[src/bptc_pkg.sv]
// Shared types, constants and helpers of the pressure/temperature compensation block.
`timescale 1ns / 1ps
package bptc_pkg;

   localparam int CSR_COUNT  = 6;
   localparam int CSR_IDX_W  = 3;
   localparam int CSR_ADDR_W = CSR_IDX_W + 2;

   localparam logic [CSR_IDX_W-1:0] CSR_CAL_T1_T2 = 3'd0;
   localparam logic [CSR_IDX_W-1:0] CSR_CAL_T3_P1 = 3'd1;
   localparam logic [CSR_IDX_W-1:0] CSR_CAL_P2_P3 = 3'd2;
   localparam logic [CSR_IDX_W-1:0] CSR_CAL_P4_P5 = 3'd3;
   localparam logic [CSR_IDX_W-1:0] CSR_CAL_P6_P7 = 3'd4;
   localparam logic [CSR_IDX_W-1:0] CSR_CAL_P8_P9 = 3'd5;

   localparam logic signed [33:0] FINE_OFFSET = 34'sd128000;
   localparam logic [20:0]        PRESS_FULL  = 21'd1048576;
   localparam logic [11:0]        PRESS_SCALE = 12'd3125;
   localparam int P1_ONE_SHIFT  = 47;
   localparam int P1_NORM_SHIFT = 33;
   localparam int P4_SHIFT      = 35;

   localparam int DIV_STEPS = 64;
   localparam int MID_DEPTH = 4;
   localparam int MID_PTR_W = $clog2(MID_DEPTH);

   typedef struct packed {
      logic        [15:0] t1;
      logic signed [15:0] t2;
      logic signed [15:0] t3;
      logic        [15:0] p1;
      logic signed [15:0] p2;
      logic signed [15:0] p3;
      logic signed [15:0] p4;
      logic signed [15:0] p5;
      logic signed [15:0] p6;
      logic signed [15:0] p7;
      logic signed [15:0] p8;
      logic signed [15:0] p9;
   } cal_type;

   typedef struct packed {
      logic signed [31:0] fine;
      logic signed [20:0] centi;
   } side_type;

   typedef struct packed {
      logic [19:0] raw_pressure;
      side_type    side;
   } temp_word_type;

   typedef struct packed {
      logic     divisor_zero;
      side_type side;
   } div_tag_type;

   typedef struct packed {
      side_type    side;
      logic [31:0] pressure;
      logic        pressure_valid;
   } result_type;

   function automatic logic signed [20:0] centi_of(input logic signed [31:0] fine);
      logic signed [35:0] scaled;
      logic signed [27:0] shifted;
      logic signed [20:0] res;
      scaled  = (36'(fine) * 36'sd5) + 36'sd128;
      shifted = 28'(scaled >>> 8);
      if (shifted > 28'sd1048575) begin
         res = 21'sd1048575;
      end else if (shifted < -28'sd1048576) begin
         res = -21'sd1048576;
      end else begin
         res = 21'(shifted);
      end
      return res;
   endfunction

endpackage

[src/bptc_mid_queue.sv]
// Short queue between the temperature front and the pressure back.
`timescale 1ns / 1ps
module bptc_mid_queue (
   input  logic                    clock,
   input  logic                    reset,
   input  logic                    push,
   input  bptc_pkg::temp_word_type push_word,
   input  logic                    pop,
   output bptc_pkg::temp_word_type pop_word,
   output logic                    full,
   output logic                    empty
);
   import bptc_pkg::*;

   temp_word_type        mem_ff [MID_DEPTH];
   logic [MID_PTR_W-1:0] wr_ff;
   logic [MID_PTR_W-1:0] rd_ff;
   logic [MID_PTR_W:0]   count_ff;
   logic [MID_PTR_W:0]   count_in;

   assign full     = count_ff == (MID_PTR_W+1)'(MID_DEPTH);
   assign empty    = count_ff == '0;
   assign pop_word = mem_ff[rd_ff];

   always_comb begin
      count_in = count_ff;
      if (push && !pop) begin
         count_in = count_ff + 1'b1;
      end else if (pop && !push) begin
         count_in = count_ff - 1'b1;
      end
   end

   always_ff @(posedge clock) begin
      if (reset) begin
         wr_ff    <= '0;
         rd_ff    <= '0;
         count_ff <= '0;
      end else begin
         count_ff <= count_in;
         if (push) begin
            wr_ff <= wr_ff + 1'b1;
         end
         if (pop) begin
            rd_ff <= rd_ff + 1'b1;
         end
      end
   end

   always_ff @(posedge clock) begin
      if (push) begin
         mem_ff[wr_ff] <= push_word;
      end
   end

endmodule

[config.mk]
export PLATFORM = sky130hd
export DESIGN_NAME = bptc_mid_queue
export DESIGN_NICKNAME = d
export VERILOG_FILES = /design/src/bptc_pkg.sv /design/src/bptc_mid_queue.sv
export SDC_FILE = /design/constraint.sdc
export NUM_CORES = 1
export LEC_CHECK = 0
export BUFFER_PORTS_ARGS = -buffer_cell sky130_fd_sc_hd__buf_4
export CORE_MARGIN = 5
export CORE_UTILIZATION = 45
export DETAILED_ROUTE_END_ITERATION = 6
export PLACE_DENSITY = 0.67
export SLEW_MARGIN = 5
export SYNTH_ARGS = -nofsm -noshare
export SYNTH_HDL_FRONTEND = slang
export SYNTH_SLANG_ARGS = --single-unit
[constraint.sdc]
create_clock -name clock -period 3.5 [get_ports clock]
set_input_delay 0.175 -clock clock [delete_from_list [all_inputs] [get_ports clock]]
set_output_delay 0.175 -clock clock [all_outputs]
set_load 0.005 [all_outputs]
# Word-level counts from Yosys, hierarchy flattened

Memory sizes are Yosys's and may differ from the RTL's. A register that Yosys moved wholly into a read port is not among the register bits.
Index checks and enable logic that the tools add are counted.

Flip-flop bits (word level): 7
RAM bits: 292
Logic and storage cells: 21
Memories: 1

Memories:

| memory | words | width | rd ports | clocked after memory_dff | write ports | line                 | text |
|---|---|---|---|---|---|---|---|
| mem_ff | 4     | 73    | 1        | 1                        | 1           | bptc_mid_queue.sv:15 | `temp_word_type mem_ff [MID_DEPTH];` |

Add/sub/neg operators: 4
Equality and inequality tests: 1
Multiplexer cells: 6
Reductions and logical operators: 6

Operators with widths:

| cell                                                                | count |
|---|---|
| 3-bit 2-to-1 mux                                                    | 2 |
| 2-bit by 1-bit adder with 2-bit output (second input constant)      | 2 |
| 2-bit 2-to-1 mux                                                    | 2 |
| 3-bit by 1-bit adder with 3-bit output (second input constant)      | 1 |
| 3-bit equality test (second input constant)                         | 1 |
| 3-bit zero test                                                     | 1 |
| 3-bit by 1-bit subtractor with 3-bit output (second input constant) | 1 |
| 1-bit logical AND                                                   | 2 |
| 1-bit zero test                                                     | 2 |
| 1-bit 2-to-1 mux                                                    | 2 |
| 2-bit nonzero test                                                  | 1 |

# Longest topological paths before layout

Depth after elaboration: 4
Mapped depth: 7
Mapped depth without buffers: 7

# Least setup slack after synthesis

No wires, ideal clock.

Path type: register to register
From: register wr_ff[0]
To: memory mem_ff[0][0] in the netlist's numbering, enable pin
Setup time: 439 ps
Arrival time: 2,249 ps
Path slack: 812 ps
Stages on the path, launching flop included: 4
Path buffers: 0
Period minus slack after synthesis: 2,688 ps
Path through: dfxtp_1 inv_1 ha_1 and2_1

RTL lines:

| what                   | line                 | text |
|---|---|---|
| start, declared        | bptc_mid_queue.sv:16 | `logic [MID_PTR_W-1:0] wr_ff;` |
| start signal, assigned | bptc_mid_queue.sv:42 | `wr_ff <= wr_ff + 1'b1;` |
| end, declared          | bptc_mid_queue.sv:15 |  |

No word-level cell before the write port.

==> impl_metrics.toml <==
[timing]
worstMarginPinSlew_ns = 1.17
finalSetupTns_ns = 0
fmax_mhz = 381
setup_viol = 0
post-route-min-period_ns = 2.62
drv_slew = 0
period_share_pct = 74.9
slew_headroom_pct = 22.1
rsz0062_at_grt = "no"
final.setup_skew_ns = 0.0158
hold_viol = 0

[yosys]
yosysWarnings = 0
syn_inst = 425
synth.most_common_cell = "edfxtp_1"
synth_seq_area_share_pct = 81.1
yosysTopAreaCellShare_pct = 79.4
synth_common_cells = "edfxtp_1 (292), mux4_2 (72), dfxtp_1 (9)"
synth-edff-count = 292
synth_area_leaders = "edfxtp_1 (79%), mux4_2 (15%), dfxtp_1 (1.6%)"
syn_area_per_cell_um2 = 26.0
synth_fp_nets = 508
syn_area_um2 = 11000
synth.distinct_cells = 23
synthFlopType = "edfxtp_1"
synth-async-reset-ratio_pct = 0
synth.largest_area_cell = "edfxtp_1"
ys_ff_latch = 301

[hold_path]
hp-class = "input port to flip-flop"

[job]
max-cap-violations = 0

[setup_path]
cp_max_fo = 31
arrival_ns = 2.45
cp-end-kind = "output pin"
cp-start-kind = "flip-flop"
cp.required_ns = 3.32
critPathKind = "flip-flop to output pin"

[layout]
nFillCells = 1779
drive_gt1_share_pct = 40.1
finalNetCount = 755
synthToLayoutAreaGrowth_pct = 28.6
antenna_cells = 0

[global_routing]
gr-total-overflow = 0
grt_max_degree = 74
antenna_found_initial = 1
grt_util_all_layers_pct = 15.2
grt_pass1_vias = 5799
grt_pass1_wl_mm = 33.3

[routing]
drt-vias-per-instance = 5.11
first_iter_violations = 278
routed_wl_mm = 21.2
routedWlPerCell_um = 20.8
firstDrtPassIters = 4
antenna_left = 0
vias = 5202
route.detailed.drc = 0

[cts]
cts_max_level = 1
cts_setup_buffers = 0
cts_buffers = 31
clock_path_buffers = 3
clockRootBuffer = "clkbuf_16"
clkLatencyLatePin_ns = 0.55
tritoncts = "built"
cts.sink_count = 301
clk_pin_slew_ns = 0.06

[die]
ios = 152
core_um2 = 24200
rows = 57
die_area_um2 = 27800
die_h_um = 167
start_util_pct = 45.5
die_w_um = 167

[place]
io_buffer_count = 151
place.gp.congestion = 0.678
place_hpwl_mm = 11.5

[pwr]
p_leak_nw = 4.85
total_power_mw = 8.26
irDropWorstVdd_mv = 0.443
power_density_nw_per_um2 = 582

[run_status]
status = "finished, final reports clean"
[critical path, stage by stage (launching register included)]
cell and delay, ns:
dfxtp_4 0.50, buf_4 0.60, mux4_2 0.62, buf_4 0.16
[flip-flops by register name, summed over array words and instances (netlist names), named ones only]
register  flops
mem_ff      292
count_ff      3
rd_ff         2
wr_ff         2
[layout by cell type, fill, tap and decap left out, drive strengths merged, types with 4 or more instances in the layout]
| cell type | Yosys | final |
|---|---|---|
| and2 | 4 | 4 |
| mux4 | 73 | 73 |
| clkinv | 0 | 14 |
| nor2 | 7 | 7 |
| edfxtp | 292 | 292 |
| ha | 5 | 5 |
| dlygate4sd3 | 0 | 77 |
| bufinv | 0 | 4 |
| buf | 15 | 154 |
| clkbuf | 2 | 35 |
| inv | 4 | 5 |
| dfxtp | 9 | 9 |
[logic make-up (layout without fill, tap and decap cells)]
logic type      count (synthesis)  count (layout)  share of synthesized area, %
flops                         301             301                          81.1
mux                            75              75                          15.1
buf+inv                        21             291                          1.90
simple gates                   15              15                         0.669
fa+ha+maj                       6               6                         0.748
xor+xnor                        5               5                         0.397
compound gates                  2               2                        0.0906
[routing by layer]
metal | global-route usage [%] | routed length (um) | vias to the layer above
li1 | - | - | 2303
met1 | 20.3 | 8790 | 2700
met2 | 25.8 | 10700 | 156
met3 | 3.44 | 1280 | 41
met4 | 3.74 | 438 | 2
met5 | 0 | 13 | -
[through the flow]
stage               util [%]  instances  setup WS [ns]  instance area, um2  hold slack, ns
floorplan                  -        425          0.812               11000           0.274
global placement        51.2        886           1.38               12400           0.373
detailed placement      51.2        886           1.36               12400           0.377
CTS                     58.5       1019          0.758               14200           0.336
global route            58.5       1019          0.688               14200           0.358
finish                  58.5       1019          0.877               14200           0.376
[final cells by class]
class / instances / area, um2 / share of cell area [%]
clock buffer: 35 / 791 / 5.57
clock inverter: 21 / 210 / 1.48
inverter: 4 / 15.0 / 0.106
multi-input combinational: 103 / 1890 / 13.3
sequential: 301 / 8960 / 63.1
tap: 324 / 405 / 2.86
timing repair buffer: 231 / 1930 / 13.6
[final timing paths]
check | from | endpoint | slack, ns | cells past startpoint
worst max-delay path | flip-flop | pop_word[19] | 0.88 | 3
worst min register to register | count_ff[2]$_SDFFE_PP0P_ | count_ff[2]$_SDFFE_PP0P_ | 0.53 | 2
worst min-delay path | push_word[48] | mem_ff[0][48]$_DFFE_PP_ | 0.38 | 2
worst max register to register | wr_ff[1]$_SDFFE_PP0P_ | mem_ff[1][57]$_DFFE_PP_ | 1.54 | 3
[power breakdown]
group	internal (mW)	switching, mW	leakage, nW	total (mW)
clock network	1.91	1.30	0.493	3.21
logic	0.483	0.347	1.60	0.830
registers	4.14	0.0810	2.76	4.22
total	6.54	1.72	4.85	8.26
[repair_timing]
item                                   in CTS  in global routing
endpoints found under the hold margin     301                  0
gates resized for setup                     0                  0
hold buffers                               77                  0
Power figures use the tool's default switching activity.
