## config.mk

```make
export PLATFORM = sky130hd
export DESIGN_NAME = bptc_front
export DESIGN_NICKNAME = d
export VERILOG_FILES = /design/src/bptc_pkg.sv /design/src/bptc_front.sv
export SDC_FILE = /design/constraint.sdc
export NUM_CORES = 2
export LEC_CHECK = 0
export ABC_CLOCK_PERIOD_IN_PS = 17500
export BUFFER_PORTS_ARGS = -buffer_cell sky130_fd_sc_hd__buf_2
export CAP_MARGIN = 20
export CORE_MARGIN = 3
export CORE_UTILIZATION = 50
export DETAILED_ROUTE_END_ITERATION = 10
export GPL_TIMING_DRIVEN = 0
export PLACE_DENSITY = 0.68
export SLEW_MARGIN = 20
export SYNTH_ARGS = -nofsm -noshare
export SYNTH_HDL_FRONTEND = slang
export SYNTH_SLANG_ARGS = --single-unit
```

## constraint.sdc

```tcl
create_clock -name clock -period 17.5 [get_ports clock]
set_input_delay 0.875 -clock clock [delete_from_list [all_inputs] [get_ports clock]]
set_output_delay 0.875 -clock clock [all_outputs]
set_load 0.01 [all_outputs]
```

## src/bptc_pkg.sv

```systemverilog
// Shared types, constants and helpers of the pressure/temperature compensation block.
`timescale 1ns / 1ps
package bptc_pkg;

   localparam int CSR_COUNT  = 6;
   localparam int CSR_IDX_W  = 3;
   localparam int CSR_ADDR_W = CSR_IDX_W + 2;

   localparam logic [CSR_IDX_W-1:0] CSR_CAL_T1_T2 = 3'd0;
   localparam logic [CSR_IDX_W-1:0] CSR_CAL_T3_P1 = 3'd1;
   localparam logic [CSR_IDX_W-1:0] CSR_CAL_P2_P3 = 3'd2;
   localparam logic [CSR_IDX_W-1:0] CSR_CAL_P4_P5 = 3'd3;
   localparam logic [CSR_IDX_W-1:0] CSR_CAL_P6_P7 = 3'd4;
   localparam logic [CSR_IDX_W-1:0] CSR_CAL_P8_P9 = 3'd5;

   localparam logic signed [33:0] FINE_OFFSET = 34'sd128000;
   localparam logic [20:0]        PRESS_FULL  = 21'd1048576;
   localparam logic [11:0]        PRESS_SCALE = 12'd3125;
   localparam int P1_ONE_SHIFT  = 47;
   localparam int P1_NORM_SHIFT = 33;
   localparam int P4_SHIFT      = 35;

   localparam int DIV_STEPS = 64;
   localparam int MID_DEPTH = 4;
   localparam int MID_PTR_W = $clog2(MID_DEPTH);

   typedef struct packed {
      logic        [15:0] t1;
      logic signed [15:0] t2;
      logic signed [15:0] t3;
      logic        [15:0] p1;
      logic signed [15:0] p2;
      logic signed [15:0] p3;
      logic signed [15:0] p4;
      logic signed [15:0] p5;
      logic signed [15:0] p6;
      logic signed [15:0] p7;
      logic signed [15:0] p8;
      logic signed [15:0] p9;
   } cal_type;

   typedef struct packed {
      logic signed [31:0] fine;
      logic signed [20:0] centi;
   } side_type;

   typedef struct packed {
      logic [19:0] raw_pressure;
      side_type    side;
   } temp_word_type;

   typedef struct packed {
      logic     divisor_zero;
      side_type side;
   } div_tag_type;

   typedef struct packed {
      side_type    side;
      logic [31:0] pressure;
      logic        pressure_valid;
   } result_type;

   function automatic logic signed [20:0] centi_of(input logic signed [31:0] fine);
      logic signed [35:0] scaled;
      logic signed [27:0] shifted;
      logic signed [20:0] res;
      scaled  = (36'(fine) * 36'sd5) + 36'sd128;
      shifted = 28'(scaled >>> 8);
      if (shifted > 28'sd1048575) begin
         res = 21'sd1048575;
      end else if (shifted < -28'sd1048576) begin
         res = -21'sd1048576;
      end else begin
         res = 21'(shifted);
      end
      return res;
   endfunction

endpackage

```

## src/bptc_front.sv

```systemverilog
// Front pipeline: accepts raw words and computes fine and centi-degree temperature.
`timescale 1ns / 1ps
module bptc_front (
   input  logic                    clock,
   input  logic                    reset,
   input  logic                    req_push,
   output logic                    req_full,
   input  logic [19:0]             req_raw_pressure,
   input  logic [19:0]             req_raw_temperature,
   input  bptc_pkg::cal_type       cal,
   input  logic                    mid_full,
   output logic                    mid_push,
   output bptc_pkg::temp_word_type mid_word
);
   import bptc_pkg::*;

   logic en;

   logic        a_v_ff;
   logic [19:0] a_p_ff;
   logic [19:0] a_t_ff;

   logic        b_v_ff;
   logic [19:0] b_p_ff;
   logic [31:0] b_m1_ff;
   logic [31:0] b_sq_ff;

   logic               c_v_ff;
   logic [19:0]        c_p_ff;
   logic signed [31:0] c_tv1_ff;
   logic signed [31:0] c_m2_ff;

   logic          d_v_ff;
   temp_word_type d_word_ff;

   logic signed [17:0] d1;
   logic signed [16:0] d2;
   logic signed [33:0] m1_full;
   logic signed [33:0] sq_full;
   logic signed [31:0] tv1_in;
   logic signed [19:0] sq_sh;
   logic signed [35:0] m2_full;
   logic signed [31:0] fine_in;

   assign en       = !mid_full;
   assign req_full = mid_full;
   assign mid_push = en && d_v_ff;
   assign mid_word = d_word_ff;

   always_comb begin
      d1      = $signed({1'b0, a_t_ff[19:3]}) - $signed({1'b0, cal.t1, 1'b0});
      d2      = $signed({1'b0, a_t_ff[19:4]}) - $signed({1'b0, cal.t1});
      m1_full = d1 * cal.t2;
      sq_full = d2 * d2;
      tv1_in  = $signed(b_m1_ff) >>> 11;
      sq_sh   = 20'($signed(b_sq_ff) >>> 12);
      m2_full = sq_sh * cal.t3;
      fine_in = c_tv1_ff + (c_m2_ff >>> 14);
   end

   always_ff @(posedge clock) begin
      if (reset) begin
         a_v_ff <= 1'b0;
         b_v_ff <= 1'b0;
         c_v_ff <= 1'b0;
         d_v_ff <= 1'b0;
      end else if (en) begin
         a_v_ff <= req_push;
         b_v_ff <= a_v_ff;
         c_v_ff <= b_v_ff;
         d_v_ff <= c_v_ff;
      end
   end

   always_ff @(posedge clock) begin
      if (en) begin
         a_p_ff                 <= req_raw_pressure;
         a_t_ff                 <= req_raw_temperature;
         b_p_ff                 <= a_p_ff;
         b_m1_ff                <= m1_full[31:0];
         b_sq_ff                <= sq_full[31:0];
         c_p_ff                 <= b_p_ff;
         c_tv1_ff               <= tv1_in;
         c_m2_ff                <= m2_full[31:0];
         d_word_ff.raw_pressure <= c_p_ff;
         d_word_ff.side.fine    <= fine_in;
         d_word_ff.side.centi   <= centi_of(fine_in);
      end
   end

endmodule

```

Word-level counts from Yosys, hierarchy flattened --
Index checks and enable logic that the tools add are counted.
Storage, ports and cells: bits in registers 264, bits of input ports 236, output and inout port bits 75, word-level logic and storage cells 28
Cells by class: add/subtract/negate cells 4, multiply operators 4, magnitude comparators 2, multiplexer cells 1, reductions and logical operators 2
Operator list (count):
- 17-bit by 17-bit multiplier with 32-bit output | 1
- 18-bit by 16-bit multiplier with 32-bit output | 1
- 20-bit by 16-bit multiplier with 32-bit output | 1
- 26-bit by 9-bit adder with 27-bit output, second input constant | 1
- 22-bit by 4-bit multiplier with 26-bit output, second input constant | 1
- 21-bit by 18-bit adder with 22-bit output | 1
- 19-bit by 21-bit greater-than comparator with 1-bit output, second input constant | 1
- 19-bit by 21-bit < comparator with 1-bit output, second input constant | 1
- 21-bit two-way mux | 1
- 17-bit by 17-bit subtractor with 18-bit output | 1
- 16-bit by 16-bit subtractor with 17-bit output | 1
- 1-bit logical AND | 1
- 1-bit zero test | 1

Logic depth before layout (Yosys ltp) --
depth after elaboration 5, mapped depth 35, depth with buffers taken out 33

Least setup slack after synthesis --
OpenSTA, ideal clock, no wires.
path type input -> register, start point input cal[177] (netlist name), end point register b_m1_ff[31] (data pin), library setup time 0.268 ns, arrival time 8.757 ns, data required time 17.232 ns, path slack 8.475 ns, stages 31, buffers on the path 1, cells stage by stage inv_1 > ha_1 > nor2b_1 > o31a_1 > o41a_1 > a211oi_1 > a211o_1 > o21bai_1 > a21o_1 > xor2_1 > clkbuf_1 > nand2_1 > fa_1 > fa_1 > fa_1 > inv_1 > fa_1 > fa_1 > inv_1 > fa_1 > inv_1 > ha_1 > and3_1 > a221o_1 > o311ai_0 > a21oi_1 > a211o_1 > o311a_1 > o21a_1 > nor2_1 > xnor3_1
Between the ends: cells in the longest elaborated chain, start to end 2
RTL lines:
- start, declared | RTL line bptc_front.sv:10 | input bptc_pkg::cal_type cal,
- 17-bit by 17-bit subtractor with 18-bit output | RTL line bptc_front.sv:51 | d1 = $signed({1'b0, a_t_ff[19:3]}) - $signed({1'b0, cal.t1, 1'b0});
- 18-bit by 16-bit multiplier with 32-bit output | RTL line bptc_front.sv:53 | m1_full = d1 * cal.t2;
- via m1_full[31] | RTL line bptc_front.sv:38 | logic signed [33:0] m1_full;
- end signal, assigned | RTL line bptc_front.sv:80 | b_m1_ff <= m1_full[31:0];
- end, declared | RTL line bptc_front.sv:25 | logic [31:0] b_m1_ff;
The timed path passes the listed nets, and every way through them passes these cells. A chain may end at the register's enable or synchronous reset.

Worst setup path in the final report --
start point register a_t_ff[4], end point register b_m1_ff[31] (data pin)
Between the ends: cells in the longest elaborated chain, start to end 2
RTL lines:
- start, declared | RTL line bptc_front.sv:21 | logic [19:0] a_t_ff;
- start signal, assigned | RTL line bptc_front.sv:78 | a_t_ff <= req_raw_temperature;
- 17-bit by 17-bit subtractor with 18-bit output | RTL line bptc_front.sv:51
- 18-bit by 16-bit multiplier with 32-bit output | RTL line bptc_front.sv:53
- via m1_full[31] | RTL line bptc_front.sv:38
The timed path passes the listed nets, and every way through them passes these cells.

==> metrics <==
MaxCap Viol Count 0; Post-synth EDFFs 219; area delta synth->final 7.48%; total clock buffers created by CTS 25; compound-gate portion of the synthesized area 3.68%; XOR/XNOR Fraction of Synth Area 3.38%; final WL 89800 um; Async SR Flop Fraction 0%; Critical Path AT 10.26 ns; Placed Cells between 5000 and 6000; post-CTS setup buffer count 0; fmax 101 MHz; commonest non-fill, non-tap cell in the layout inv_1; Avg WL per Cell 17.8 um; Slew headroom 18.2%; Initial Util 50.7%; clock transition at the registers of the reported paths 0.06 ns; Synth Net Count 5212; Final period util 56.8%; CTS Buffer Depth 3; Cells after Synth between 3000 and 4000; area of the multi-input gates 27900 um^2; status complete, no violations; synthesized area 38700 um^2; Worst EP required 17.82 ns; highest-delay cell along the critical path xor2_1; DIE WIDTH 284 um; DIE HEIGHT 284 um; drt pass-1 iters 5; CP max stage delay 0.81 ns; grt total ovfl 0; Final TNS setup 0 ns; RePlAce Congestion 0.931; startpoint class of the critical path flip-flop; dominant synthesized flop cell edfxtp_1; Avg Vias per Cell roughly 5.1; 1st-iter DRT viols 1465; via count 25900; post-synthesis cell type count 70; RSZ-0062 raised after global routing false; critical path class reg2reg; flops & latches, synth ~220; Slew Limit Fails 0; fillers 6862; Worst Max-Slew Pin Slew 1.22 ns; clk_skew 0.0304 ns; Adder-Cell Fraction of Synth Area 52.9%; Register Area 6660 um^2; post-synth top area share 42.3%; clk sinks 223; Post-Synth Simple-Gate Area around an eighth; share of cells above drive strength 1 5.50%; WP buf/inv 8; hold bufs inserted after CTS 0; CP Max Fanout 10; DR DRC count 0; io pins 311; Synth area leader fa_1; Final Hold Fails 0; latest clock arrival within the worst-skew pair 0.59 ns; initial antenna violation count 6; combinational family with the most area after synthesis adder cells; proportion of synthesized area in mux cells 0.132%; Syn Area/Cell 10.1 um^2; top post-synthesis cells by area fa_1, edfxtp_1, ha_1, inv_1, nand2_1; gr usage total between 20 and 25%; first-pass GRT wire length between 100000 and 150000 um; CTS tree yes; crit path capture type flip-flop; post-layout min period 9.93 ns; vias in the first global route 28000; Hold Crit Class reg2reg; HPWL after DPL 75400 um; most frequent cells in the layout inv_1, fa_1, nand2_1; largest net degree at the start of global routing slightly above 80; Top delay family on crit path adder cells; port buffer count approximately 150; floorplan row count about 100; yosys warns 0; nets between 5000 and 6000; CTS root buffer clkbuf_16; r2r setup slk 7.57 ns; die area 80800 um^2; Non-Filler Instances 5054; post-route ant nets 0; crit-path most repeated cell fa_1; H-tree Lvls 1; sequential area share after synthesis 17.2%; Final setup viols 0; hold_ws 0.390 ns; CTS resizes 0; Core ar. 76300 um^2
[metrics by stage]
stage | setup slack (ns) | utilization, % | area [um^2]
2_1_floorplan | 8.48 | - | 38700
3_3_place_gp | 6.69 | 53.4 | 40700
3_5_place_dp | 7.04 | 53.5 | 40800
4_1_cts | 7.63 | 54.5 | 41600
5_1_grt | 7.03 | 54.5 | 41600
6_report | 7.57 | 54.5 | 41600
[cell usage after synthesis (all sizes together), types with 18 or more instances]
cell / n
xor2: 39
clkbuf: 116
a21o: 26
xnor2: 108
nor2b: 44
fa: 818
nor3: 22
inv: 978
and2: 208
a21oi: 62
buf: 18
nand2b: 40
o21a: 22
nor2: 156
edfxtp: 219
nand2: 460
ha: 330
o21ai: 36
[registers in the layout, summed over array words and instances, names as in the netlist, 17 cells and up]
| signal | count |
|---|---|
| c_tv1_ff | 21 |
| c_m2_ff | 18 |
| b_m1_ff | 21 |
| b_p_ff | 20 |
| a_t_ff | 17 |
| a_p_ff | 20 |
| mid_word | 62 |
| b_sq_ff | 20 |
| c_p_ff | 20 |
[cell type report]
| class | count | share of cell area (%) |
|---|---|---|
| Antenna cell | 3 | 0.0180 |
| Inverter | 980 | 8.86 |
| Sequential cell | 223 | 16.0 |
| Multi-Input combinational cell | 2491 | 66.9 |
| Timing Repair Buffer | 147 | 1.88 |
| Buffer | 134 | 1.32 |
| Clock inverter | 19 | 0.379 |
| Clock buffer | 27 | 1.52 |
| Tap cell | 1030 | 3.10 |
[kinds of logic (layout without fill, tap and decap cells)]
| family | count (synthesis) | in the layout |
|---|---|---|
| other | 0 | 3 |
| AO/OA/AOI/OAI | 212 | 212 |
| multiplexers | 5 | 5 |
| buffers and inverters | 1114 | 1307 |
| XOR/XNOR | 148 | 148 |
| adder cells (fa/ha/maj) | 1148 | 1148 |
| flip-flops | 223 | 223 |
| AND/OR/NAND/NOR | 978 | 978 |
[final timing paths]
path,start,end,cells past startpoint
worst max-delay path,a_t_ff[4]$_DFFE_PN_,b_m1_ff[31]$_DFFE_PN_,32
worst min-delay path,b_m1_ff[11]$_DFFE_PN_,c_tv1_ff[0]$_DFFE_PN_,0
worst max register to register,a_t_ff[4]$_DFFE_PN_,b_m1_ff[31]$_DFFE_PN_,32
worst min register to register,b_m1_ff[11]$_DFFE_PN_,c_tv1_ff[0]$_DFFE_PN_,0
[per-layer routing]
layer	wire length [um]	GRT usage (%)	vias to the layer above
met3	6900	4.57	181
met4	4230	9.12	0
met2	42500	38.2	873
met1	36200	30.4	13100
met5	0	0	-
li1	-	-	11700
Power is left out: the tool's default activity adds up to more than one toggle a clock period on the data nets, which glitch-free logic cannot reach.
