==> src/bptc_pkg.sv <==
// Shared types, constants and helpers of the pressure/temperature compensation block.
`timescale 1ns / 1ps
package bptc_pkg;

   localparam int CSR_COUNT  = 6;
   localparam int CSR_IDX_W  = 3;
   localparam int CSR_ADDR_W = CSR_IDX_W + 2;

   localparam logic [CSR_IDX_W-1:0] CSR_CAL_T1_T2 = 3'd0;
   localparam logic [CSR_IDX_W-1:0] CSR_CAL_T3_P1 = 3'd1;
   localparam logic [CSR_IDX_W-1:0] CSR_CAL_P2_P3 = 3'd2;
   localparam logic [CSR_IDX_W-1:0] CSR_CAL_P4_P5 = 3'd3;
   localparam logic [CSR_IDX_W-1:0] CSR_CAL_P6_P7 = 3'd4;
   localparam logic [CSR_IDX_W-1:0] CSR_CAL_P8_P9 = 3'd5;

   localparam logic signed [33:0] FINE_OFFSET = 34'sd128000;
   localparam logic [20:0]        PRESS_FULL  = 21'd1048576;
   localparam logic [11:0]        PRESS_SCALE = 12'd3125;
   localparam int P1_ONE_SHIFT  = 47;
   localparam int P1_NORM_SHIFT = 33;
   localparam int P4_SHIFT      = 35;

   localparam int DIV_STEPS = 64;
   localparam int MID_DEPTH = 4;
   localparam int MID_PTR_W = $clog2(MID_DEPTH);

   typedef struct packed {
      logic        [15:0] t1;
      logic signed [15:0] t2;
      logic signed [15:0] t3;
      logic        [15:0] p1;
      logic signed [15:0] p2;
      logic signed [15:0] p3;
      logic signed [15:0] p4;
      logic signed [15:0] p5;
      logic signed [15:0] p6;
      logic signed [15:0] p7;
      logic signed [15:0] p8;
      logic signed [15:0] p9;
   } cal_type;

   typedef struct packed {
      logic signed [31:0] fine;
      logic signed [20:0] centi;
   } side_type;

   typedef struct packed {
      logic [19:0] raw_pressure;
      side_type    side;
   } temp_word_type;

   typedef struct packed {
      logic     divisor_zero;
      side_type side;
   } div_tag_type;

   typedef struct packed {
      side_type    side;
      logic [31:0] pressure;
      logic        pressure_valid;
   } result_type;

   function automatic logic signed [20:0] centi_of(input logic signed [31:0] fine);
      logic signed [35:0] scaled;
      logic signed [27:0] shifted;
      logic signed [20:0] res;
      scaled  = (36'(fine) * 36'sd5) + 36'sd128;
      shifted = 28'(scaled >>> 8);
      if (shifted > 28'sd1048575) begin
         res = 21'sd1048575;
      end else if (shifted < -28'sd1048576) begin
         res = -21'sd1048576;
      end else begin
         res = 21'(shifted);
      end
      return res;
   endfunction

endpackage

==> src/bptc_csr.sv <==
// Calibration register file on the APB-style port.
`timescale 1ns / 1ps
module bptc_csr (
   input  logic                            clock,
   input  logic                            reset,
   input  logic                            csr_psel,
   input  logic                            csr_penable,
   input  logic                            csr_pwrite,
   input  logic [bptc_pkg::CSR_ADDR_W-1:0] csr_paddr,
   input  logic [31:0]                     csr_pwdata,
   output logic [31:0]                     csr_prdata,
   output logic                            csr_pready,
   output bptc_pkg::cal_type               cal
);
   import bptc_pkg::*;

   logic [CSR_COUNT-1:0][31:0] regs_ff;
   logic [CSR_COUNT-1:0][31:0] regs_in;
   logic [CSR_IDX_W-1:0]       idx;
   logic                       hit;

   assign idx        = csr_paddr[CSR_ADDR_W-1:2];
   assign hit        = idx < CSR_IDX_W'(CSR_COUNT);
   assign csr_pready = 1'b1;

   always_comb begin
      regs_in = regs_ff;
      if (csr_psel && csr_penable && csr_pwrite && hit) begin
         regs_in[idx] = csr_pwdata;
      end
   end

   always_ff @(posedge clock) begin
      if (reset) begin
         regs_ff <= '0;
      end else begin
         regs_ff <= regs_in;
      end
   end

   assign csr_prdata = hit ? regs_ff[idx] : '0;

   always_comb begin
      cal.t1 = regs_ff[CSR_CAL_T1_T2][15:0];
      cal.t2 = regs_ff[CSR_CAL_T1_T2][31:16];
      cal.t3 = regs_ff[CSR_CAL_T3_P1][15:0];
      cal.p1 = regs_ff[CSR_CAL_T3_P1][31:16];
      cal.p2 = regs_ff[CSR_CAL_P2_P3][15:0];
      cal.p3 = regs_ff[CSR_CAL_P2_P3][31:16];
      cal.p4 = regs_ff[CSR_CAL_P4_P5][15:0];
      cal.p5 = regs_ff[CSR_CAL_P4_P5][31:16];
      cal.p6 = regs_ff[CSR_CAL_P6_P7][15:0];
      cal.p7 = regs_ff[CSR_CAL_P6_P7][31:16];
      cal.p8 = regs_ff[CSR_CAL_P8_P9][15:0];
      cal.p9 = regs_ff[CSR_CAL_P8_P9][31:16];
   end

endmodule

==> config.mk <==
export PLATFORM = sky130hd
export DESIGN_NAME = bptc_csr
export DESIGN_NICKNAME = d
export VERILOG_FILES = /design/src/bptc_pkg.sv /design/src/bptc_csr.sv
export SDC_FILE = /design/constraint.sdc
export NUM_CORES = 1
export LEC_CHECK = 0
export ABC_AREA = 1
export BUFFER_PORTS_ARGS = -buffer_cell sky130_fd_sc_hd__buf_2
export CAP_MARGIN = 20
export CORE_MARGIN = 1
export CORE_UTILIZATION = 57
export CTS_CLUSTER_SIZE = 28
export DETAILED_ROUTE_END_ITERATION = 8
export HOLD_SLACK_MARGIN = 0.06
export PLACE_DENSITY = 0.93
export SYNTH_ARGS = -nofsm -noshare
export SYNTH_HDL_FRONTEND = slang
export SYNTH_SLANG_ARGS = --single-unit
==> constraint.sdc <==
create_clock -name clock -period 1.9 [get_ports clock]
set_clock_uncertainty 0.15 [all_clocks]
set_input_delay 0.19 -clock clock [delete_from_list [all_inputs] [get_ports clock]]
set_output_delay 0.19 -clock clock [all_outputs]
set_load 0.01 [all_outputs]
* After elaboration in Yosys (flattened, before gate mapping) *
Cells that the tools add are included.

cells by class
  shifts and indexed selects = 0
  reduce and logical (&&, ||, !) cells = 4
  bitwise logic cells = 0
  magnitude comparators = 3
  multiplexer cells = 6
  multipliers = 0
  add/sub/neg operators = 0
  equal/unequal tests = 0
  div/mod/pow operators = 0

operators with widths
  kind                count
  $bwmux 192          1
  $bmux 32 s3         1
  $demux 32 s3        1
  $mux 32             3
  $logic_and 1x1->1   4
  $lt 3x4->1 const B  1
  $ge 3x1->1 const B  1
  $lt 3x3->1 const B  1

storage, ports and cells
  input bits = 42
  memories kept = 0
  ROM bits = 0
  bits in latches = 0
  memory bits (writable) = 0
  bits in registers = 192
  word-level logic and storage cells = 19

* Logic depth before layout (Yosys ltp) *
Gate-level depths: netlist of the first run.

  depth in word-level cells = 5
  depth in mapped cells = 10

* Worst setup path before layout of the first run *
Ideal clock, no wire load.

  path kind = input port to output port
  from = in csr_paddr[2] (netlist name)
  to = out csr_prdata[0]
  arrival time = 1.080 ns
  path buffers = 3
  slack = 0.480 ns
  cell stages on the path = 10
  cell sequence = buf_4 > inv_2 > buf_4 > buf_2 > nand2_1 > nand2_1 > nand2_1 > nand2_1 > nand2_1 > nand2_1

on the way
  longest elaborated chain between the ends = 3

RTL lines
  element                        line            RTL
  from (decl)                    bptc_csr.sv:9   input logic [bptc_pkg::CSR_ADDR_W-1:0] csr_paddr,
  $bmux 32 s3                    bptc_csr.sv:41  assign csr_prdata = hit ? regs_ff[idx] : '0;
  $mux 32 (implied by the code)  bptc_csr.sv:41
  $mux 32 *                      bptc_csr.sv:41
  to (decl)                      bptc_csr.sv:11  output logic [31:0] csr_prdata,

Every way passes the cells marked *; elsewhere a longest branch is shown, timed or not. The select of a mux whose other input is x is not followed.

* Worst setup path after layout of the first run *
  from = reg regs_ff (netlist bit cal[97])
  to = out csr_prdata[17]

on the way
  longest elaborated chain between the ends = 3

RTL lines
  element                        line            RTL
  from (decl)                    bptc_csr.sv:17  logic [CSR_COUNT-1:0][31:0] regs_ff;
  from (signal assigned)         bptc_csr.sv:37  regs_ff <= regs_in;
  $bmux 32 s3                    bptc_csr.sv:41
  $mux 32 (implied by the code)  bptc_csr.sv:41
  $mux 32                        bptc_csr.sv:41

Every way passes these cells. The select of a mux whose other input is x is not followed.

==> reports/results.ini, run 1 <==
[routing]
viasPerCell = 5.324
routed_wl_um = 32770
drt_iter0_markers = 1227
avgRoutedWirePerCell_um = 15.95
drc = 0
vias = 10940
dr.pass1.iters = 5
ant_nets = 0

[sta]
rsz0062_at_grt = no
fin_setup_tns_ns = 0
fin_crit_sh_pct = 93.26
hold_violations = 0
fin_crit_ns = 1.772
setup_ws_ns = 0.1280
fmax_mhz = 564.3
setup_viol = 0
finalMaxSlewViolations = 0

[placed_design]
dp_slack_ns = 0.03889
globalplace.congestion = 0.9406
dpl_cell_area_um2 = 11050
dp_hpwl_um = 22080
io_buffers = 263

[logic_synthesis]
synth.distinct_cells = 19
synthMuxAreaShare_pct = 0
synth_xor_area_share_pct = 0
synth_fa_ha_area_share_pct = 0
synth_top_family_by_area = simple AND/OR/NAND/NOR gates
syn-num-nets = 1623
synth-compound-area-share_pct = 1.263
syn_avg_cell_area_um2 = 6.016
yosys.area_share.simple_pct = 49.88
yosysWarnings = 0
synth_seq_cells = 192
netlist_instances = 1581
ys_seq_area_share_pct = 40.41
syn_area_um2 = 9512

[cts]
clock_sinks = 192
post_cts_buffers = 0
cts_buffer_depth = 2
path_clk_slew_ns = 0.07
cts-root-buf = clkbuf_16
h-tree-depth = 4
cts_buffers = 17
cts_tree = yes
clkLatencyLatePin_ns = 0.44

[final_layout]
design_area_um2 = 11970
synthToLayoutAreaGrowth_pct = 25.87
num_antenna_cells = 0
final_common_cell = nand2_1
final_nets = 1868
fill_cells = 1332
largest_register_ffs = 192
final_cell_mix = nand2_1 (634), nor2_1 (408), buf_2 (263)
drive_gt1_share_pct = 19.09

[critical_path]
r2r_start = cal[120]$_SDFFE_PP0P_
slowest_stage = dfxtp_1
r2r-end = cal[120]$_SDFFE_PP0P_
path_common_cell = nand2_1
path_max_fanout = 3
cpPeakStageDelay_ns = 0.36
endpoint_kind = output port
start_kind = register
rr_worst_depth = 2
r2r_slack_ns = 1.08
worstPathArrival_ns = 1.43
worstSetupPathType = reg2out
critical_path_required_ns = 1.56
crit_chain = nand2_1 > nand2_1 > nand2_1 > nand2_1 > nand2_1 > nand2_1 > buf_2

[hold_path]
hp-class = in2reg
hold_start = csr_pwdata[10]
hold_depth = 5
min_to = cal[26]$_SDFFE_PP0P_

[power_and_ir_drop]
leakage_nw = 6.256
power_mw = 8.783
powerDensity_nw_per_um2 = 733.6
ir_worst_vdd_v = 0.0006366

[floorplan]
fp.dieW_um = 131.2
start_util_pct = 59.02
core_um2 = 16120
die_area_um2 = 17210
io_pins = 267
fp.dieH_um = 131.2
num_rows = 46

[global_route]
grt_pass1_wl_um = 51410
antenna_found_initial = 0
grt_pass1_vias = 10230
track_usage_pct = 37.82
grt_max_degree = 65
grt.overflow.total = 0

[outcome]
status = finished, final reports clean

[job]
drv_cap = 0

## what timing repair did
action	CTS	global route
resized for setup	0	2
hold buffers	30	0
hold endpoints to repair	89	0
setup endpoints to repair	0	1
## stage by stage
step,utilization (%),instances,hold WS [ns]
finish,74.29,2055,0.06418
global route,74.29,2055,0.08574
CTS,74.26,2055,0.06398
detailed placement,68.58,1993,0.3364
global placement,68.58,1993,0.3317
floorplan,-,1581,0.3013
## synth_stat cells
master    number  area, um2
nand3_1      141      705.7
inv_4          1      6.260
inv_1         57      214.0
nand2_1      634       2380
clkbuf_1      26      97.59
buf_1          6      22.52
nor2_2         7      43.79
nor2_8         1      20.02
dfxtp_1      192       3844
nor2_4         2      22.52
conb_1         1      3.750
inv_2          3      11.26
buf_2         52      260.3
a21oi_1       24      120.1
buf_4         19      142.6
nand3_4        2      35.03
nor2_1       408       1531
nand2_2        1      6.260
buf_6          4      45.04
## worst max-delay path: cells and delay by family, from the launching register on
family        cells  cell delay [ns]
buf+inv           1             0.13
flops             1             0.36
simple gates      6             0.49
## report_power, final
group,internal [mW],switching (mW),total (mW)
sequential,4.07,0.0410,4.12
clock,2.15,1.62,3.77
combinational,0.304,0.594,0.898
total,6.53,2.25,8.78
## layout make-up
| class | count | area [um2] | share of cell area (%) |
|---|---|---|---|
| Clock buffer | 21 | 460.4 | 3.846 |
| Clock inverter | 11 | 155.1 | 1.296 |
| Inverter | 61 | 236.5 | 1.975 |
| Multi-Input combinational cell | 1221 | 4873 | 40.70 |
| Sequential cell | 192 | 3844 | 32.10 |
| Tap cell | 216 | 270.3 | 2.257 |
| Timing Repair Buffer | 333 | 2133 | 17.82 |
## worst max-delay path by stage
stage,from,end,cells after the start
global route,csr_paddr[2],cal[72]$_SDFFE_PP0P_,9
detailed placement,csr_paddr[2],cal[18]$_SDFFE_PP0P_,8
finish,cal[97]$_SDFFE_PP0P_,csr_prdata[17],7
CTS,csr_paddr[3],cal[72]$_SDFFE_PP0P_,9
global placement,csr_paddr[2],cal[16]$_SDFFE_PP0P_,8
floorplan,csr_paddr[2],csr_prdata[0],10
## routing by layer
layer  track usage (%)  share of wire (%)  vias to the layer above
met5                 0                  0                        -
met4             29.80                7.2                        0
met3             7.639                8.6                      146
met2             64.48                 48                      595
met1             41.04                 36                     4923
li1                  -                  -                     5276
## kinds of logic after synthesis
kind of cell / after synthesis
AND/OR/NAND/NOR: 1196
buffers and inverters: 168
AO/OA/AOI/OAI: 24
other: 1
flip-flops: 192
No activity file was read; power rests on OpenSTA's default activity.
==> run 2: changes to the inputs <==
PLACE_DENSITY = default   (was 0.93)
PLACE_DENSITY_LB_ADDON = 0.05   (was default)
==> run 2 against run 1 <==
Cell count shrank 0.15%. First-iteration DRC count fell by 26%. Fmax is 0.54% lower. Setup slack worse by 0.0096 ns. Critical endpoint is now cal[74]$_SDFFE_PP0P_. Critical path depth rose by 2. Register-to-register slack improved by 0.04 ns. Die area unchanged. Largest cell class unchanged. Via count decreased by 2.2%. Core utilization rose by 0.23 points.
==> reports/results.ini, run 2 (synthesis gave the netlist of run 1 again) <==
[power_and_ir_drop]
clockPowerShare_pct = 43.9  ; +1.0 points
p_sw_mw = 2.246  ; -0.35%
internal_power_mw = 6.671  ; +2.2%
power_mw = 8.916  ; +1.5%
swShare_pct = 25.19  ; -0.47 points
power_frac_comb_pct = 10.0  ; -0.2 points
powerDensity_nw_per_um2 = 742.5  ; +1.2%
pwr-share-seq_pct = 46.1  ; -0.8 points
ir_worst_vdd_v = 0.0006924  ; +8.8%
leakage_nw = 6.279  ; +0.36%

[global_route]
track_usage_pct = 36.16  ; -1.7 points
grt_max_degree = 65  ; unchanged
grt_pass1_vias = 9716  ; -5.0%
grt.overflow.total = 0  ; unchanged
grt_pass1_wl_um = 49680  ; -3.4%
antenna_found_initial = 0  ; unchanged

[routing]
viasPerCell = 5.212  ; -2.1%
wl_met2_um = 15840  ; about the same
drc = 0  ; unchanged
routed_wl_um = 31470  ; -4.0%
drt-met1-wl_um = 11640  ; -0.96%
vias = 10700  ; -2.2%
routed.top_layer = met4
avgRoutedWirePerCell_um = 15.34  ; -3.8%
dr.pass1.iters = 5  ; unchanged
route.met3.wl_um = 2361  ; -16%
drt_iter0_markers = 908  ; -26%
ant_nets = 0  ; unchanged

[critical_path]
critical_path_required_ns = 2.09  ; +0.53 ns
worstSetupPathType = in2reg
endpoint_kind = register
worstPathArrival_ns = 1.97  ; +0.54 ns
start_kind = input pin
rr_worst_depth = 2  ; unchanged
path_max_fanout = 64  ; +61

[final_layout]
design_area_um2 = 12010  ; +0.30%
num_antenna_cells = 0  ; unchanged
synthToLayoutAreaGrowth_pct = 26.26
final_nets = 1865  ; -0.16%
fill_cells = 1388  ; +4.2%
largest_register_ffs = 192  ; unchanged
final_common_cell = nand2_1
final_cell_mix = nand2_1 (634), nor2_1 (408), buf_2 (263)
drive_gt1_share_pct = 19.12  ; +0.031 points

[sta]
hold_violations = 0  ; unchanged
rsz0062_at_grt = no
finalMaxSlewViolations = 0  ; unchanged
fmax_mhz = 561.3  ; -0.54%
setup_ws_ns = 0.1185  ; -0.009550 ns
setup_viol = 0  ; unchanged
fin_crit_sh_pct = 93.77  ; +0.50 points
fin_setup_tns_ns = 0  ; unchanged
fin_crit_ns = 1.782  ; +0.009550 ns

[floorplan]
core_um2 = 16120  ; unchanged
io_pins = 267  ; unchanged
num_rows = 46  ; unchanged
fp.dieW_um = 131.2  ; unchanged
start_util_pct = 59.02  ; unchanged
fp.dieH_um = 131.2  ; unchanged
die_area_um2 = 17210  ; unchanged

[cts]
path_clk_slew_ns = 0.07  ; about the same
cts-root-buf = clkbuf_16
hold_buffers = 27  ; -10%
clkLatencyLatePin_ns = 0.43  ; about the same
post_cts_buffers = 0  ; unchanged
clock_sinks = 192  ; unchanged
ctsResizeCount = 0  ; unchanged
h-tree-depth = 4  ; unchanged
cts_tree = yes
cts_buffers = 17  ; unchanged
cts_buffer_depth = 2  ; unchanged

[hold_path]
hp-class = in2reg
hold_depth = 5  ; unchanged

[outcome]
status = finished, final reports clean

[placed_design]
dp_slack_ns = 0.1117  ; +0.07283 ns
io_buffers = 263  ; unchanged
dp_hpwl_um = 21350  ; -3.3%
dpl_cell_area_um2 = 11100  ; +0.45%
globalplace.congestion = 0.8893  ; -5.5%

[job]
drv_cap = 0  ; unchanged

[run 2: worst max-delay path, stage by stage]
cell           delay [ns]
buf_2                0.21
buf_12               0.26
nand3_1              0.16
nor2_4               0.13
buf_12               0.26
nand2_1              0.08
nand2_1              0.06
dlygate4sd3_1        0.54
nor2_1               0.04
[run 2: through the flow]
| stage | instances | util [%] | hold WS [ns] |
|---|---|---|---|
| final | 2052 | 74.52 | 0.06506 |
| after global routing | 2052 | 74.52 | 0.07718 |
| after CTS | 2052 | 74.52 | 0.06066 |
| after detailed placement | 1993 | 68.89 | 0.3366 |
| after global placement | 1993 | 68.89 | 0.3324 |
| after floorplan | 1581 | - | 0.3013 |
[run 2: metal layers]
layer,GRT usage (%),vias to the layer above
met5,0,-
met2,64.60,525
met1,39.94,4793
met4,21.37,0
li1,-,5268
met3,6.559,110
[run 2: cell type report]
| cell class | count | area [um2] | share of cell area [%] |
|---|---|---|---|
| clock buffers | 21 | 460.4 | 3.834 |
| clock inverters | 11 | 176.4 | 1.469 |
| inverters | 61 | 235.2 | 1.959 |
| multi-input cells | 1221 | 4873 | 40.58 |
| flip-flops and latches | 192 | 3844 | 32.01 |
| well taps | 216 | 270.3 | 2.250 |
| repair buffers | 330 | 2150 | 17.90 |
[run 2: worst paths after layout]
kind | start | to | slack (ns)
max | csr_paddr[2] | cal[74]$_SDFFE_PP0P_ | 0.12
min | csr_pwdata[23] | cal[7]$_SDFFE_PP0P_ | 0.07
max reg2reg | cal[80]$_SDFFE_PP0P_ | cal[80]$_SDFFE_PP0P_ | 1.12
min reg2reg | cal[117]$_SDFFE_PP0P_ | cal[117]$_SDFFE_PP0P_ | 0.35
[run 2: power by group through the flow]
stage	clock, mW	sequential (mW)	combinational [mW]
6_report	3.91	4.11	0.892
5_1_grt	4.07	4.12	0.964
4_1_cts	3.92	4.11	0.879
3_5_place_dp	0	4.21	0.832
3_3_place_gp	0	4.20	0.822
2_1_floorplan	0	4.23	0.493
